$ cat config.mk
export PLATFORM = sky130hd
export DESIGN_NAME = line_follow_steering_controller_top
export DESIGN_NICKNAME = d
export VERILOG_FILES = /design/src/rtl/core/lfsc_pkg.sv /design/src/rtl/core/lfsc_cfg.sv /design/src/rtl/core/lfsc_seg.sv /design/src/rtl/core/lfsc_pd.sv /design/src/rtl/core/line_follow_steering_controller_top.sv
export VERILOG_INCLUDE_DIRS = /design/src /design/src/rtl/core
export SDC_FILE = /design/constraint.sdc
export NUM_CORES = 1
export LEC_CHECK = 0
export BUFFER_PORTS_ARGS = -buffer_cell sky130_fd_sc_hd__buf_2
export CORE_AREA = 3 3 227 251
export DETAILED_ROUTE_END_ITERATION = 10
export DIE_AREA = 0 0 230 254
export MAX_ROUTING_LAYER = met4
export PLACE_DENSITY = 0.66
export SETUP_SLACK_MARGIN = 0.2
export SYNTH_ARGS = -nofsm -noshare
export SYNTH_HDL_FRONTEND = slang
export SYNTH_SLANG_ARGS = --single-unit
$ cat constraint.sdc
create_clock -name clk -period 16 [get_ports clk]
set_input_delay 1.6 -clock clk [delete_from_list [all_inputs] [get_ports clk]]
set_output_delay 1.6 -clock clk [all_outputs]
set_load 0.01 [all_outputs]
$ cat src/rtl/core/line_follow_steering_controller_top_defines.svh
// Assertion macros for the line-follow steering controller.
// Used by the top level; expects clk and arst_n in scope.
`ifndef LINE_FOLLOW_STEERING_CONTROLLER_TOP_DEFINES_SVH
`define LINE_FOLLOW_STEERING_CONTROLLER_TOP_DEFINES_SVH

// same-cycle implication
`define LFSC_ASSERT_NOW(label, ante, cons, msg) \
	label: assert property (@(posedge clk) disable iff (!arst_n) (ante) |-> (cons)) \
		else $error(msg);

// next-cycle implication
`define LFSC_ASSERT_NEXT(label, ante, cons, msg) \
	label: assert property (@(posedge clk) disable iff (!arst_n) (ante) |=> (cons)) \
		else $error(msg);

`endif

$ cat src/rtl/core/lfsc_pkg.sv
// Shared widths, codes, gains and types of the line-follow steering controller.
// No dependencies.
package lfsc_pkg;

	localparam int LEVEL_W     = 12;
	localparam int CENTER_W    = 14;
	localparam int DUTY_W      = 15;
	localparam int ERR_W       = 13;
	localparam int SEG_W       = 2;
	localparam int GAIN_W      = 16;
	localparam int Q_SHIFT     = 16;
	localparam int SUM_W       = 32;
	localparam int CFG_IDX_W   = 3;
	localparam int CFG_DATA_W  = 14;
	localparam int IN_FIELDS_W = 5 * LEVEL_W;
	localparam int IN_TDATA_W  = 64;
	localparam int OUT_FIELDS_W = DUTY_W + SEG_W + ERR_W;
	localparam int OUT_TDATA_W = 32;

	localparam logic [SEG_W-1:0] SEG_INIT     = 2'd0;
	localparam logic [SEG_W-1:0] SEG_STRAIGHT = 2'd1;
	localparam logic [SEG_W-1:0] SEG_LEFT     = 2'd2;
	localparam logic [SEG_W-1:0] SEG_RIGHT    = 2'd3;

	localparam logic signed [ERR_W-1:0] SIDE_ERROR  = 13'sd650;
	localparam logic signed [ERR_W-1:0] CORNER_GATE = 13'sd100;

	// Q16 gains
	localparam logic [GAIN_W-1:0] KP_STRAIGHT = 16'd15729;
	localparam logic [GAIN_W-1:0] KD_STRAIGHT = 16'd1311;
	localparam logic [GAIN_W-1:0] KP_CORNER   = 16'd19661;
	localparam logic [GAIN_W-1:0] KD_CORNER   = 16'd3277;

	localparam logic [CFG_IDX_W-1:0] REG_CROSSROAD = 3'd0;
	localparam logic [CFG_IDX_W-1:0] REG_CORNER    = 3'd1;
	localparam logic [CFG_IDX_W-1:0] REG_STRAIGHT  = 3'd2;
	localparam logic [CFG_IDX_W-1:0] REG_STURN     = 3'd3;
	localparam logic [CFG_IDX_W-1:0] REG_ABSENT    = 3'd4;
	localparam logic [CFG_IDX_W-1:0] REG_CENTER    = 3'd5;
	localparam logic [CFG_IDX_W-1:0] REG_LIMIT     = 3'd6;

	typedef struct packed {
		logic [LEVEL_W-1:0]  crossroad_level;
		logic [LEVEL_W-1:0]  corner_level;
		logic [LEVEL_W-1:0]  straight_level;
		logic [LEVEL_W-1:0]  sturn_level;
		logic [LEVEL_W-1:0]  absent_level;
		logic [CENTER_W-1:0] steer_center;
		logic [LEVEL_W-1:0]  steer_limit;
	} cfg_t;

	// left_level in the lowest bits, matching the input tdata layout
	typedef struct packed {
		logic [LEVEL_W-1:0] right_vertical_level;
		logic [LEVEL_W-1:0] left_vertical_level;
		logic [LEVEL_W-1:0] right_level;
		logic [LEVEL_W-1:0] middle_level;
		logic [LEVEL_W-1:0] left_level;
	} sample_t;

endpackage

$ cat src/rtl/core/lfsc_cfg.sv
// Configuration register file of the line-follow steering controller.
// Depends on lfsc_pkg.
module lfsc_cfg import lfsc_pkg::*; (
	input  logic                  clk,
	input  logic                  arst_n,
	input  logic                  cfg_valid,
	output logic                  cfg_ready,
	input  logic [CFG_IDX_W-1:0]  cfg_index,
	input  logic [CFG_DATA_W-1:0] cfg_data,
	output cfg_t                  cfg
);

	cfg_t cfg_q;

	assign cfg_ready = 1'b1;
	assign cfg = cfg_q;

	always_ff @(posedge clk or negedge arst_n) begin
		if (!arst_n) begin
			cfg_q.crossroad_level <= 12'd700;
			cfg_q.corner_level    <= 12'd170;
			cfg_q.straight_level  <= 12'd30;
			cfg_q.sturn_level     <= 12'd400;
			cfg_q.absent_level    <= 12'd10;
			cfg_q.steer_center    <= 14'd1500;
			cfg_q.steer_limit     <= 12'd400;
		end else if (cfg_valid) begin
			case (cfg_index)
				REG_CROSSROAD: cfg_q.crossroad_level <= cfg_data[LEVEL_W-1:0];
				REG_CORNER:    cfg_q.corner_level    <= cfg_data[LEVEL_W-1:0];
				REG_STRAIGHT:  cfg_q.straight_level  <= cfg_data[LEVEL_W-1:0];
				REG_STURN:     cfg_q.sturn_level     <= cfg_data[LEVEL_W-1:0];
				REG_ABSENT:    cfg_q.absent_level    <= cfg_data[LEVEL_W-1:0];
				REG_CENTER:    cfg_q.steer_center    <= cfg_data[CENTER_W-1:0];
				REG_LIMIT:     cfg_q.steer_limit     <= cfg_data[LEVEL_W-1:0];
				default: begin
				end
			endcase
		end
	end

endmodule

$ cat src/rtl/core/lfsc_seg.sv
// Next track-segment logic: threshold tests and level comparisons on the sensor set.
// Depends on lfsc_pkg.
module lfsc_seg import lfsc_pkg::*; (
	input  logic [SEG_W-1:0] seg,
	input  sample_t          smp,
	input  cfg_t             cfg,
	output logic [SEG_W-1:0] seg_nxt
);

	logic crossing;
	logic settled;

	always_comb begin
		crossing = (smp.left_vertical_level > cfg.crossroad_level) &&
			(smp.right_vertical_level > cfg.crossroad_level);
		settled = (smp.left_vertical_level < cfg.straight_level) &&
			(smp.right_vertical_level < cfg.straight_level);
		case (seg)
			SEG_INIT: seg_nxt = SEG_STRAIGHT;
			SEG_STRAIGHT: begin
				if (smp.left_vertical_level > cfg.corner_level &&
						smp.right_vertical_level < cfg.straight_level &&
						smp.left_level > cfg.corner_level)
					seg_nxt = SEG_LEFT;
				else if (smp.left_vertical_level < cfg.straight_level &&
						smp.right_vertical_level > cfg.corner_level &&
						smp.right_level > cfg.corner_level)
					seg_nxt = SEG_RIGHT;
				else
					seg_nxt = SEG_STRAIGHT;
			end
			SEG_LEFT: begin
				if (crossing)
					seg_nxt = SEG_STRAIGHT;
				else if (settled && smp.middle_level > smp.right_level &&
						smp.middle_level > smp.left_level)
					seg_nxt = SEG_STRAIGHT;
				else if (smp.right_vertical_level > cfg.sturn_level &&
						smp.left_vertical_level < cfg.absent_level &&
						smp.right_level > cfg.corner_level)
					seg_nxt = SEG_RIGHT;
				else
					seg_nxt = SEG_LEFT;
			end
			default: begin
				if (crossing)
					seg_nxt = SEG_STRAIGHT;
				else if (settled && smp.middle_level > smp.left_level &&
						smp.middle_level > smp.right_level)
					seg_nxt = SEG_STRAIGHT;
				else if (smp.left_vertical_level > cfg.sturn_level &&
						smp.right_vertical_level < cfg.absent_level &&
						smp.left_level > cfg.corner_level)
					seg_nxt = SEG_LEFT;
				else
					seg_nxt = SEG_RIGHT;
			end
		endcase
	end

endmodule

$ cat src/rtl/core/lfsc_pd.sv
// Line error and per-segment PD steering law with truncation and clamp.
// Depends on lfsc_pkg.
module lfsc_pd import lfsc_pkg::*; (
	input  sample_t                  smp,
	input  logic signed [ERR_W-1:0]  prev_err,
	input  logic [SEG_W-1:0]         seg_nxt,
	input  cfg_t                     cfg,
	output logic signed [ERR_W-1:0]  err,
	output logic [DUTY_W-1:0]        duty
);

	localparam int DIFF_W = ERR_W + 1;
	localparam int P_W    = ERR_W + GAIN_W + 1;
	localparam int D_W    = DIFF_W + GAIN_W + 1;
	localparam int CMP_W  = SUM_W - Q_SHIFT + 1;

	logic                     l_wins;
	logic                     r_wins;
	logic signed [DIFF_W-1:0] diff;
	logic [GAIN_W-1:0]        kp;
	logic [GAIN_W-1:0]        kd;
	logic                     apply;
	logic signed [P_W-1:0]    p_term;
	logic signed [D_W-1:0]    d_term;
	logic signed [SUM_W-1:0]  sum;
	logic signed [SUM_W-1:0]  sum_adj;
	logic signed [CMP_W-1:0]  pd_duty;
	logic signed [CMP_W-1:0]  hi;
	logic signed [CMP_W-1:0]  lo;
	logic signed [CMP_W-1:0]  sel;
	logic signed [CMP_W-1:0]  clamped;

	always_comb begin
		l_wins = (smp.left_level > smp.middle_level) && (smp.left_level > smp.right_level);
		r_wins = (smp.right_level > smp.middle_level) && (smp.right_level > smp.left_level);
		if (l_wins)
			err = SIDE_ERROR;
		else if (r_wins)
			err = -SIDE_ERROR;
		else
			err = $signed({1'b0, smp.left_level}) - $signed({1'b0, smp.right_level});

		diff = DIFF_W'(err) - DIFF_W'(prev_err);

		case (seg_nxt)
			SEG_LEFT: begin
				apply = err > -CORNER_GATE;
				kp = KP_CORNER;
				kd = KD_CORNER;
			end
			SEG_RIGHT: begin
				apply = err < CORNER_GATE;
				kp = KP_CORNER;
				kd = KD_CORNER;
			end
			SEG_STRAIGHT: begin
				apply = 1'b1;
				kp = KP_STRAIGHT;
				kd = KD_STRAIGHT;
			end
			default: begin
				apply = 1'b0;
				kp = KP_STRAIGHT;
				kd = KD_STRAIGHT;
			end
		endcase

		p_term = P_W'(err) * $signed({1'b0, kp});
		d_term = D_W'(diff) * $signed({1'b0, kd});
		sum = $signed(SUM_W'({cfg.steer_center, Q_SHIFT'(0)})) + SUM_W'(p_term) +
			SUM_W'(d_term);
		// truncate toward zero
		sum_adj = sum[SUM_W-1] ? sum + $signed(SUM_W'((1 << Q_SHIFT) - 1)) : sum;
		pd_duty = CMP_W'($signed(sum_adj[SUM_W-1:Q_SHIFT]));

		hi = $signed(CMP_W'(cfg.steer_center)) + $signed(CMP_W'(cfg.steer_limit));
		lo = $signed(CMP_W'(cfg.steer_center)) - $signed(CMP_W'(cfg.steer_limit));
		sel = apply ? pd_duty : $signed(CMP_W'(cfg.steer_center));
		if (sel > hi)
			clamped = hi;
		else if (sel < lo)
			clamped = lo;
		else
			clamped = sel;
		if (clamped < 0)
			clamped = '0;
		duty = clamped[DUTY_W-1:0];
	end

endmodule

$ cat src/rtl/core/line_follow_steering_controller_top.sv
// Channel   | Dir | Fields (lsb first)
// s_*       | in  | tdata: left, middle, right, left_vertical, right_vertical (12b each)
// m_*       | out | tdata: servo_duty 15b, track_segment 2b, line_error 13b signed
// cfg_*     | in  | cfg_index 3b, cfg_data 14b; always ready
// One sensor set per cycle sustained while m_tready is high; a taken request reaches m_* through
// the input register, one combinational pass (segment logic, two parallel gain multiplies,
// adder, clamp), result register. Segment and last error update as an item moves to
// the result register. Reset clears valids, segment to init, last error to zero.
// A stalled result holds; the input register takes a request while it is empty or
// its item moves on to the result register.
// Depends on lfsc_pkg, lfsc_cfg, lfsc_seg, lfsc_pd and the assertion macro header.
`include "line_follow_steering_controller_top_defines.svh"

module line_follow_steering_controller_top import lfsc_pkg::*; (
	input  logic                   clk,
	input  logic                   arst_n,
	input  logic                   s_tvalid,
	output logic                   s_tready,
	// left, middle, right, left_vertical, right_vertical; [63:60] zero
	input  logic [IN_TDATA_W-1:0]  s_tdata,
	output logic                   m_tvalid,
	input  logic                   m_tready,
	// servo_duty, track_segment, line_error; [31:30] zero
	output logic [OUT_TDATA_W-1:0] m_tdata,
	input  logic                   cfg_valid,
	output logic                   cfg_ready,
	input  logic [CFG_IDX_W-1:0]   cfg_index,
	input  logic [CFG_DATA_W-1:0]  cfg_data
);

	cfg_t                    cfg;
	logic                    valid_s1;
	sample_t                 sample_s1;
	logic                    valid_s2;
	logic [DUTY_W-1:0]       duty_s2;
	logic [SEG_W-1:0]        seg_s2;
	logic signed [ERR_W-1:0] err_s2;
	logic [SEG_W-1:0]        seg_q;
	logic signed [ERR_W-1:0] prev_err_q;
	logic [SEG_W-1:0]        seg_nxt;
	logic signed [ERR_W-1:0] err;
	logic [DUTY_W-1:0]       duty;
	logic                    adv_s1;
	logic [DUTY_W-1:0]       duty_hi;
	logic                    left_gated;
	logic                    center_out;
	logic                    state_match;

	lfsc_cfg u_cfg (
		.clk       (clk),
		.arst_n    (arst_n),
		.cfg_valid (cfg_valid),
		.cfg_ready (cfg_ready),
		.cfg_index (cfg_index),
		.cfg_data  (cfg_data),
		.cfg       (cfg)
	);

	lfsc_seg u_seg (
		.seg     (seg_q),
		.smp     (sample_s1),
		.cfg     (cfg),
		.seg_nxt (seg_nxt)
	);

	lfsc_pd u_pd (
		.smp      (sample_s1),
		.prev_err (prev_err_q),
		.seg_nxt  (seg_nxt),
		.cfg      (cfg),
		.err      (err),
		.duty     (duty)
	);

	assign adv_s1   = valid_s1 && (!valid_s2 || m_tready);
	assign s_tready = !valid_s1 || adv_s1;
	assign m_tvalid = valid_s2;
	assign m_tdata  = OUT_TDATA_W'({err_s2, seg_s2, duty_s2});

	always_ff @(posedge clk or negedge arst_n) begin
		if (!arst_n) begin
			valid_s1   <= 1'b0;
			valid_s2   <= 1'b0;
			seg_q      <= SEG_INIT;
			prev_err_q <= '0;
		end else begin
			if (s_tready)
				valid_s1 <= s_tvalid;
			if (!valid_s2 || m_tready)
				valid_s2 <= valid_s1;
			if (adv_s1) begin
				seg_q      <= seg_nxt;
				prev_err_q <= err;
			end
		end
	end

	always_ff @(posedge clk) begin
		if (s_tvalid && s_tready)
			sample_s1 <= s_tdata[IN_FIELDS_W-1:0];
		if (adv_s1) begin
			duty_s2 <= duty;
			seg_s2  <= seg_nxt;
			err_s2  <= err;
		end
	end

	assign duty_hi     = DUTY_W'(cfg.steer_center) + DUTY_W'(cfg.steer_limit);
	assign left_gated  = valid_s2 && seg_s2 == SEG_LEFT && err_s2 <= -CORNER_GATE;
	assign center_out  = duty_s2 == DUTY_W'(cfg.steer_center);
	assign state_match = seg_q == seg_s2 && prev_err_q == err_s2;

	`LFSC_ASSERT_NOW(a_seg_not_init, valid_s2, seg_s2 != SEG_INIT, "init segment reported")
	`LFSC_ASSERT_NOW(a_duty_max, valid_s2, duty_s2 <= duty_hi, "duty above center plus limit")
	`LFSC_ASSERT_NOW(a_left_gate, left_gated, center_out, "gated left corner not at center")
	`LFSC_ASSERT_NEXT(a_state_track, adv_s1, state_match, "state out of step with result")

endmodule

==> results.md <==
- Most common cell on crit path: a21o_1
- Row Count: 90
- Mapped cell area: 27200 um2
- Finished Core Util: 0.543
- Slew margin rel.: 0.111
- 1st-iter DRT viols: 1097
- Via density per instance: around 5.4
- Worst-path clk slew: 80 ps
- # DRC: 0
- RePlAce Congestion: 0.956
- Syn avg cell area: 9.71 um2
- Largest net degree at the start of global routing: roughly 70
- Min Tclk post-route: 15110 ps
- Final Max Slew Viols: 0
- Synth Area in Compound Gates: 0.116
- Max-cap violations: 0
- R2R depth: 58
- Status: finished, final reports clean
- Syn-to-layout area delta: 9.27%
- Unique masters post-synth: slightly above 100
- Clk_lat worst skew: between 500 and 600 ps
- Xor/xnor cell area share of the yosys netlist: 0.0265
- Top Family by Delay on Critical Path: adder cells
- #FFs+latches synth: 193
- Fin cells: 3707
- Drt pass-1 iters: 7
- Max FO, Critical Path: 12
- CTS tree: built
- Filler cells: between 4k and 5k
- Skew final: 35.4 ps
- First-pass GRT wire length: about 120000 um
- RSZ-0062 raised after global routing: false
- H-tree depth: 4
- CTS Buf Count: 17
- Crit. End Element: register
- Vias: between 20k and 25k
- Final hold slack: 485 ps
- Die W: 230 um
- Layout cells sized above 1: 0.126
- Wirelength per Cell: 19.8 um
- Most frequent cells after synthesis: 649 x inv_1, 433 x ha_1, 320 x fa_1
- Worst Hold Class: reg2reg
- Placeable Area: 54700 um2
- PortBufs: approximately 110
- Synth Flop Type: edfxtp_1
- Seq/Total Area, Yosys: 0.195
- CTS max path bufs: 2
- YS warnings: 0
- Largest family of logic cells by synthesized area: adder cells
- Hold path depth: 2
- Area share of and/or/nand/nor cells after synthesis: 0.106
- Final Hold Fails: 0
- Final ANT Viol Nets: 0
- Total track usage: 0.268
- Critical path buffers and inverters: 8
- Worst Path Required: 16300 ps
- Crit-path max cell delay: around 580 ps
- Worst path depth: 58
- Fmax: 66.2 MHz
- Top cell type's share of synthesized area: 0.236
- Mux cell area share after synthesis: 0.0229
- Starting Density: 0.497
- Asr flop ratio synth: 0.534
- Crit Path Class: reg2reg
- Die height: 254 um
- Post-CTS Hold Buffers: 0
- # clock sinks: 193
- Root buf cell: clkbuf_16
- Adder-Cell Fraction of Synth Area: 0.435
- Grt total ovfl: 0
- Most frequent cell after synthesis: inv_1
- Routed wire length: 73400 um
- IO Pins: roughly 120
- Tcrit/Tclk final: 0.944
- Initial antenna violation count: 1
- Area contributors post-synth: fa_1 24%, ha_1 20%, edfxtp_1 9.9%, inv_1 9.0%, dfrtp_1 6.8%
- Detailed placer's ending HPWL: 61700 um
- Post-synth EDFFs: 90
- Final setup fails: 0
- Setup TNS: 0 ps
- Critical Path Slowest Stage Cell: fa_1
- Critical path arrival: 15410 ps
- Vias in the first global route: 21.8k
- N_diodes: 0
- Startpoint Class: register
- Slew @ Worst Pin: 1330 ps
- Die Area: between 50000 and 60000 um2
- Yosys top cell by area: fa_1
- Nets: 3797
- Mapped Cells: 2802
- DP Cell Count: 3667
[area by class of cell]
cell class | count | area, um2 | area share
clock buffer | 18 | 429 | 0.0144
clock inverter | 14 | 139 | 0.00467
inverter | 650 | 2440 | 0.0822
multi-input combinational | 1930 | 19500 | 0.656
sequential | 193 | 5320 | 0.179
tap | 736 | 921 | 0.0310
timing repair buffer | 165 | 962 | 0.0324
timing repair inverter | 1 | 5.00 | 0.000168
[metal layers]
layer,up-vias,global-route usage,wire length [um]
met2,480,0.471,37100
met5,-,-,0
met4,0,0.115,3470
li1,9546,-,-
met3,139,0.0297,2570
met1,10000,0.313,30300
[stage by stage]
| step | area, um2 | setup slack (ps) |
|---|---|---|
| 6_report | 29700 | 892 |
| 5_1_grt | 29700 | 214 |
| 4_1_cts | 29500 | 220 |
| 3_5_place_dp | 28900 | 112 |
| 3_3_place_gp | 28900 | 291 |
| 2_1_floorplan | 27300 | 1790 |
[logic make-up after synthesis]
kind of cell    after synthesis
fa+ha+maj                   753
buf+inv                     701
simple gates                559
compound gates              463
flops                       193
xor+xnor                     75
mux                          56
other cells                   2
[cells in the final DEF, fill, tap and decap left out, types with 41 or more instances in the layout]
master | Yosys | routed
fa_1 | 320 | 320
buf_4 | 4 | 52
a21oi_1 | 117 | 114
ha_1 | 433 | 427
xnor2_1 | 50 | 49
nand3_1 | 42 | 41
edfxtp_1 | 90 | 90
a21o_1 | 66 | 66
o21ai_0 | 109 | 105
nor2_1 | 116 | 114
dfrtp_1 | 74 | 74
nand4_1 | 44 | 44
mux2_2 | 47 | 47
buf_2 | 7 | 112
inv_1 | 649 | 646
nand2_1 | 167 | 166
[path summary, 6_finish.rpt]
kind | start | end | slack [ps]
setup / recovery | sample_s1[9]$_DFFE_PP_ | duty_s2[13]$_SDFFCE_PP0P_ | 890
hold / removal | prev_err_q[8]$_DFFE_PN0P_ | prev_err_q[8]$_DFFE_PN0P_ | 490
setup reg to reg | sample_s1[9]$_DFFE_PP_ | duty_s2[13]$_SDFFCE_PP0P_ | 890
hold reg to reg | prev_err_q[8]$_DFFE_PN0P_ | prev_err_q[8]$_DFFE_PN0P_ | 490
max in group asynchronous | arst_n | valid_s1$_DFFE_PN0N_ | 13540
min in group asynchronous | arst_n | u_cfg.cfg[24]$_DFFE_PN0P_ | 1040
[flip-flops by register name, summed over array words and instances, names as in the netlist]
register / count
u_cfg.cfg: 86
sample_s1: 60
seg_q: 2
err_s2: 13
duty_s2: 15
seg_s2: 2
valid_s1: 1
prev_err_q: 13
m_tvalid: 1
[worst min-delay path, delay by kind of cell (launching register included)]
kind	cells	cell delay, ps
simple gates	1	40
compound gates	1	60
flops	1	350
[what timing repair did]
| item | in CTS | in global routing |
|---|---|---|
| setup buffers | 0 | 7 |
| hold endpoints to repair | 0 | 0 |
| gates cloned | 0 | 1 |
| resized for setup | 2 | 42 |
| endpoints found under the setup margin | 7 | 15 |
| pin swaps | 0 | 5 |
Power is not shown: default switching activity piles up to over one toggle a cycle in this logic, so the estimate is an artifact.
